[src/design/rbpi_pkg.sv]
// shared constants, types and tables for the rigid body pose integrator
package rbpi_pkg;

  localparam int POS_W  = 32;
  localparam int VEL_W  = 32;
  localparam int OUT_W  = 32;
  localparam int Q_W    = 32;
  localparam int DT_W   = 16;
  localparam int C_W    = 48;
  localparam int MUL_W  = 33;
  localparam int PROD_W = 2 * MUL_W;
  localparam int ACC_W  = PROD_W;
  localparam int RAD_W  = 64;
  localparam int RT_W   = 32;
  localparam int DVD_W  = 62;
  localparam int QT_W   = 31;
  localparam int CNT_W  = 4;
  localparam int IDX_W  = 5;
  localparam int PD_W   = VEL_W + DT_W + 1;
  localparam int SUM_W  = ((POS_W > VEL_W + 1) ? POS_W : VEL_W + 1) + 1;
  localparam int SX_W   = (POS_W > OUT_W) ? POS_W : OUT_W;

  localparam logic [DT_W-1:0] DT_RESET = 16'd1092;
  localparam logic signed [Q_W-1:0] Q_ONE = 32'sh4000_0000;

  localparam logic signed [SUM_W-1:0] PMAX =
    {{(SUM_W - POS_W + 1){1'b0}}, {(POS_W - 1){1'b1}}};
  localparam logic signed [SUM_W-1:0] PMIN = ~PMAX;

  typedef enum logic {
    REG_TIME_STEP = 1'b0,
    REG_FROZEN    = 1'b1
  } cfg_reg_t;

  typedef struct packed {
    logic [1:0] w;
    logic [1:0] q;
    logic       neg;
    logic       first;
    logic       last;
    logic [1:0] comp;
  } ham_term_t;

  typedef struct packed {
    logic sqrt_go;
    logic div_go;
  } ds_cmd_t;

  typedef struct packed {
    logic            done;
    logic [RT_W-1:0] result;
  } ds_stat_t;

  // term order of (0,omega) * q, three products per component
  function automatic ham_term_t ham_term(input logic [CNT_W-1:0] k);
    ham_term_t t;
    t = '0;
    unique case (k)
      4'd0:  t = '{w: 2'd0, q: 2'd1, neg: 1'b1, first: 1'b1, last: 1'b0, comp: 2'd0};
      4'd1:  t = '{w: 2'd1, q: 2'd2, neg: 1'b1, first: 1'b0, last: 1'b0, comp: 2'd0};
      4'd2:  t = '{w: 2'd2, q: 2'd3, neg: 1'b1, first: 1'b0, last: 1'b1, comp: 2'd0};
      4'd3:  t = '{w: 2'd0, q: 2'd0, neg: 1'b0, first: 1'b1, last: 1'b0, comp: 2'd1};
      4'd4:  t = '{w: 2'd1, q: 2'd3, neg: 1'b0, first: 1'b0, last: 1'b0, comp: 2'd1};
      4'd5:  t = '{w: 2'd2, q: 2'd2, neg: 1'b1, first: 1'b0, last: 1'b1, comp: 2'd1};
      4'd6:  t = '{w: 2'd1, q: 2'd0, neg: 1'b0, first: 1'b1, last: 1'b0, comp: 2'd2};
      4'd7:  t = '{w: 2'd2, q: 2'd1, neg: 1'b0, first: 1'b0, last: 1'b0, comp: 2'd2};
      4'd8:  t = '{w: 2'd0, q: 2'd3, neg: 1'b1, first: 1'b0, last: 1'b1, comp: 2'd2};
      4'd9:  t = '{w: 2'd2, q: 2'd0, neg: 1'b0, first: 1'b1, last: 1'b0, comp: 2'd3};
      4'd10: t = '{w: 2'd0, q: 2'd2, neg: 1'b0, first: 1'b0, last: 1'b0, comp: 2'd3};
      4'd11: t = '{w: 2'd1, q: 2'd1, neg: 1'b1, first: 1'b0, last: 1'b1, comp: 2'd3};
      default: t = '0;
    endcase
    return t;
  endfunction

  function automatic logic signed [OUT_W-1:0] sat_out(input logic signed [POS_W-1:0] p);
    logic signed [SX_W-1:0] x;
    logic signed [OUT_W-1:0] r;
    x = SX_W'(p);
    if (x > SX_W'(32'sh7fff_ffff)) begin
      r = 32'sh7fff_ffff;
    end else if (x < SX_W'(32'sh8000_0000)) begin
      r = 32'sh8000_0000;
    end else begin
      r = OUT_W'(x);
    end
    return r;
  endfunction

endpackage

[src/design/rbpi_root_div.sv]
// iterative integer square root and restoring divider sharing one subtractor
module rbpi_root_div (
  input  logic                               clk,
  input  logic                               rst_n,
  input  rbpi_pkg::ds_cmd_t                  cmd,
  input  logic [rbpi_pkg::RAD_W-1:0]         rad,
  input  logic [rbpi_pkg::DVD_W-1:0]         dvd,
  input  logic [rbpi_pkg::RT_W-1:0]          dvs,
  output rbpi_pkg::ds_stat_t                 stat
);

  typedef enum logic [1:0] {U_IDLE, U_SQRT, U_DIV} ustate_t;

  ustate_t                        state_r;
  logic [rbpi_pkg::IDX_W-1:0]     idx_r;
  logic [rbpi_pkg::RAD_W-1:0]     n_r;
  logic [rbpi_pkg::RAD_W-1:0]     res_r;
  logic [rbpi_pkg::RT_W-1:0]      rem_r;
  logic [rbpi_pkg::QT_W-1:0]      dvd_r;
  logic [rbpi_pkg::QT_W-1:0]      quot_r;
  logic [rbpi_pkg::RT_W-1:0]      dvs_r;
  logic                           done_r;
  logic [rbpi_pkg::RT_W-1:0]      result_r;

  logic [rbpi_pkg::RAD_W-1:0]     bitv;
  logic [rbpi_pkg::RT_W:0]        t;
  logic [rbpi_pkg::RAD_W-1:0]     opa;
  logic [rbpi_pkg::RAD_W-1:0]     opb;
  logic [rbpi_pkg::RAD_W:0]       diff;
  logic                           ge;
  logic [rbpi_pkg::RAD_W-1:0]     res_nxt;
  logic [rbpi_pkg::QT_W-1:0]      quot_nxt;
  logic                           last_step;

  always_comb begin
    bitv = rbpi_pkg::RAD_W'(1) << {idx_r, 1'b0};
    t    = {rem_r, dvd_r[rbpi_pkg::QT_W-1]};
    if (state_r == U_DIV) begin
      opa = rbpi_pkg::RAD_W'(t);
      opb = rbpi_pkg::RAD_W'(dvs_r);
    end else begin
      opa = n_r;
      opb = res_r + bitv;
    end
    diff      = {1'b0, opa} - {1'b0, opb};
    ge        = ~diff[rbpi_pkg::RAD_W];
    res_nxt   = ge ? ((res_r >> 1) + bitv) : (res_r >> 1);
    quot_nxt  = {quot_r[rbpi_pkg::QT_W-2:0], ge};
    last_step = (state_r != U_IDLE) && (idx_r == '0);
  end

  always_ff @(posedge clk) begin
    if (!rst_n) begin
      state_r <= U_IDLE;
      done_r  <= 1'b0;
    end else begin
      done_r <= last_step;
      unique case (state_r)
        U_IDLE: begin
          if (cmd.sqrt_go) begin
            n_r     <= rad;
            res_r   <= '0;
            idx_r   <= rbpi_pkg::IDX_W'(rbpi_pkg::RT_W - 1);
            state_r <= U_SQRT;
          end else if (cmd.div_go) begin
            rem_r   <= rbpi_pkg::RT_W'(dvd[rbpi_pkg::DVD_W-1:rbpi_pkg::QT_W]);
            dvd_r   <= dvd[rbpi_pkg::QT_W-1:0];
            quot_r  <= '0;
            dvs_r   <= dvs;
            idx_r   <= rbpi_pkg::IDX_W'(rbpi_pkg::QT_W - 1);
            state_r <= U_DIV;
          end
        end
        U_SQRT: begin
          if (ge) begin
            n_r <= diff[rbpi_pkg::RAD_W-1:0];
          end
          res_r <= res_nxt;
          idx_r <= idx_r - 1'b1;
          if (idx_r == '0) begin
            result_r <= res_nxt[rbpi_pkg::RT_W-1:0];
            state_r  <= U_IDLE;
          end
        end
        U_DIV: begin
          rem_r  <= ge ? diff[rbpi_pkg::RT_W-1:0] : t[rbpi_pkg::RT_W-1:0];
          dvd_r  <= {dvd_r[rbpi_pkg::QT_W-2:0], 1'b0};
          quot_r <= quot_nxt;
          idx_r  <= idx_r - 1'b1;
          if (idx_r == '0) begin
            result_r <= rbpi_pkg::RT_W'(quot_nxt);
            state_r  <= U_IDLE;
          end
        end
        default: state_r <= U_IDLE;
      endcase
    end
  end

  assign stat.done   = done_r;
  assign stat.result = result_r;

endmodule

[config.mk]
export PLATFORM = sky130hd
export DESIGN_NAME = rbpi_root_div
export DESIGN_NICKNAME = d
export VERILOG_FILES = /design/src/design/rbpi_pkg.sv /design/src/design/rbpi_root_div.sv
export SDC_FILE = /design/constraint.sdc
export NUM_CORES = 1
export LEC_CHECK = 0
export BUFFER_PORTS_ARGS = -buffer_cell sky130_fd_sc_hd__buf_2
export CAP_MARGIN = 20
export CORE_MARGIN = 5
export CORE_UTILIZATION = 56
export DETAILED_ROUTE_END_ITERATION = 16
export PLACE_DENSITY = 0.76
export SLEW_MARGIN = 10
export SYNTH_ARGS = -nofsm -noshare
export SYNTH_HDL_FRONTEND = slang
export SYNTH_SLANG_ARGS = --single-unit
[constraint.sdc]
create_clock -name clk -period 12.3 [get_ports clk]
set_input_delay 3.69 -clock clk [delete_from_list [all_inputs] [get_ports clk]]
set_output_delay 3.69 -clock clk [all_outputs]
set_load 0.05 [all_outputs]
==> impl_metrics.env <==
export IMPL_ys_ff_latch=293
export IMPL_antenna_found_initial=0
export IMPL_min_path_type="register to register"
export IMPL_wl_um=64200
export IMPL_grt_pass1_wl_um=101000
export IMPL_maxCapViolations=0
export IMPL_slew_limit_headroom_pct=31.1
export IMPL_clk_latency_ps=570
export IMPL_power_density_nw_per_um2=194
export IMPL_numPortBuffers=194
export IMPL_start_kind="register"
export IMPL_netlist_area_um2=22400
export IMPL_core_area_um2=39600
export IMPL_h_tree_depth=2
export IMPL_run_status="completed"
export IMPL_area_growth_pct=11.6
export IMPL_drt_pre_antenna_iters=9
export IMPL_slowest_delay_ps=590
export IMPL_cts_tree="built"
export IMPL_switchingPower_mw=2.02
export IMPL_critPathLaunch="idx_r[0]"
export IMPL_p_int_mw=2.83
export IMPL_setup_tns_ps=0
export IMPL_fin_nets=2805
export IMPL_critical_path_class="register to register"
export IMPL_seq_power_share_pct=29.2
export IMPL_seqCellArea_um2=8770
export IMPL_postRouteAntennaNets=0
export IMPL_die_w_um=210
export IMPL_io_pins=195
export IMPL_cts_buffer_depth=3
export IMPL_die_h_um=210
export IMPL_grt_max_degree=194
export IMPL_placed_cells=2994
export IMPL_irDropWorstVdd_uv=159
export IMPL_power_switching_share_pct=41.6
export IMPL_cts_sinks=293
export IMPL_fin_skew_ps=21.8
export IMPL_stdcell_area_um2=25000
export IMPL_ys_dominant_reg_cell="edfxtp_1"
export IMPL_combPwrFrac_pct=47.2
export IMPL_synth_yosys_seq_area_share_pct=39.1
export IMPL_postCtsSetupBuffers=0
export IMPL_fin_crit_sh_pct=65.4
export IMPL_drt_iter0_markers=1835
export IMPL_yosysUniqueCellTypes=93
export IMPL_finalHoldViolCount=0
export IMPL_rsz0062_at_grt="no"
export IMPL_worstMarginPinSlew_ps=1030
export IMPL_synthCells=2377
export IMPL_final_cells=3059
export IMPL_dpl_hpwl_um=47700
export IMPL_multiInputGateArea_um2=13100
export IMPL_worstPathArrival_ps=8360
export IMPL_cp_slowest_cell="buf_4"
export IMPL_r2r_start="idx_r[0]"
export IMPL_start_util_pct=56.5
export IMPL_dieArea_um2=44100
export IMPL_clock_power_share_pct=23.6
export IMPL_fp_row_count=73
export IMPL_placedInstanceArea_um2=23700
export IMPL_clk_pin_slew_ps=60
export IMPL_grt_pass1_vias=18675
export IMPL_grt_overflow_total=0
export IMPL_endpoint_kind="register"
export IMPL_avgSynthCellArea_um2=9.42
export IMPL_total_leakage_power_nw=9.46
export IMPL_setup_viol=0
export IMPL_synth_edf_count=290
export IMPL_post_cts_resized=0
export IMPL_ys_async_sr_fraction_pct=0
export IMPL_cp_required_ps=12610
export IMPL_fmax_ghz=0.124
export IMPL_route_detailed_drc=0
export IMPL_diodes=0
export IMPL_cts_made_buffers=36
export IMPL_hold_buffers=0
export IMPL_period_needed_ps=8050
export IMPL_drive_gt1_share_pct=18.0
export IMPL_finalMaxSlewViolations=0
export IMPL_gp_congestion=1.01
export IMPL_vias=19059
export IMPL_grt_util_all_layers_pct=28.3
export IMPL_routedWlPerCell_um=21.0
export IMPL_yosysWarningCount=0
export IMPL_final_util_pct=63.1
export IMPL_hp_start="dvd_r[4]"
export IMPL_synth_nets=2675
export IMPL_fill_cells=3295
export IMPL_cts_root_buf="clkbuf_16"
export IMPL_critPathMaxFanout=55
export IMPL_drt_vias_per_instance=6.23
critical path, delay by kind of cell (launching register included):
kind | cells | cell delay [ps]
xor+xnor | 2 | 510
fa+ha+maj | 4 | 960
buf+inv | 4 | 1320
simple gates | 8 | 1300
mux | 2 | 460
flops | 1 | 450
compound gates | 10 | 2740
routing by layer:
metal  track usage (%)  vias to the layer above  wire length (µm)
met1              40.4                     9127             28500
met2              44.3                      785             28600
met5                 0                        -                 0
met4              9.11                        0              2310
met3              4.75                      140              4820
li1                  -                     9007                 -
power by group through the flow:
stage / logic, mW / registers [mW] / clock network [mW]
global route: 2.49 / 1.43 / 1.20
finish: 2.29 / 1.41 / 1.14
CTS: 2.25 / 1.41 / 1.16
detailed placement: 2.24 / 1.43 / 0
floorplan: 1.64 / 1.45 / 0
global placement: 2.20 / 1.42 / 0
metrics by stage:
| step | hold WS (ps) | total power [mW] | worst slack [ps] |
|---|---|---|---|
| CTS | 551 | 4.82 | 4310 |
| finish | 543 | 4.84 | 4250 |
| global route | 571 | 5.12 | 3880 |
| detailed placement | 534 | 3.66 | 4330 |
| floorplan | 462 | 3.09 | 229 |
| global placement | 527 | 3.62 | 4550 |
synthesized netlist by cell type (all sizes together) (46+ instances only):
library cell / n / area share (%)
edfxtp: 290 / 39
nand2: 258 / 4.3
nor2: 249 / 4.2
a21oi: 174 / 3.9
ha: 135 / 7.5
mux2: 132 / 6.6
o21ai: 131 / 3.0
xnor2: 114 / 4.5
clkbuf: 87 / 1.5
a31oi: 84 / 2.5
xor2: 59 / 2.3
and2: 57 / 1.6
nor2b: 51 / 1.4
nand2b: 48 / 1.3
nand4: 46 / 1.3
final cells by class:
cell class	instances	share of cell area, %
clock inverters	23	1.26
repair buffers	206	4.37
multi-input cells	1930	52.3
flip-flops and latches	293	35.1
well taps	525	2.63
inverters	40	0.601
clock buffers	42	3.78
layout by cell type (no fill, tap or decap), drive strengths merged, types with 13 or more instances in the layout:
cell and instances:
nand2 258, nand4 46, nand3 33, or3 20, ha 135, o21a 17
o21bai 43, a21oi 174, a211oi 15, xor2 59, inv 41, nor2 249
a21o 32, clkbuf 42, nand2b 48, o21ai 131, and2 57, buf 206
edfxtp 290, xnor2 114, mux2 132, nor2b 51, and3 15, mux2i 32
o31ai 13, a31o 17, a31oi 84, nor3 40
path summary, 6_finish.rpt:
| path | end | slack (ps) | cells past startpoint |
|---|---|---|---|
| worst max-delay path | result_r[15] | 4250 | 30 |
| worst min-delay path | dvd_r[5] | 540 | 1 |
| worst max register to register | result_r[15] | 4250 | 30 |
| worst min register to register | dvd_r[5] | 540 | 1 |
cell families after synthesis:
group / Yosys count / synth area share (%)
buffers and inverters: 154 / 2.77
DFF: 293 / 39.1
and+or+nand+nor: 856 / 18.2
xor gates and xnor gates: 173 / 6.76
adders and majority gates: 139 / 7.78
AOI/OAI and AO/OA: 598 / 17.2
muxes: 164 / 8.08
flip-flops by register name, summed over array words and instances (netlist names):
register	flops
state_r	2
dvs_r	32
rem_r	32
result_r	32
res_r	64
dvd_r	31
done_r	1
quot_r	30
n_r	64
idx_r	5
(Power assumes the default switching activity.)
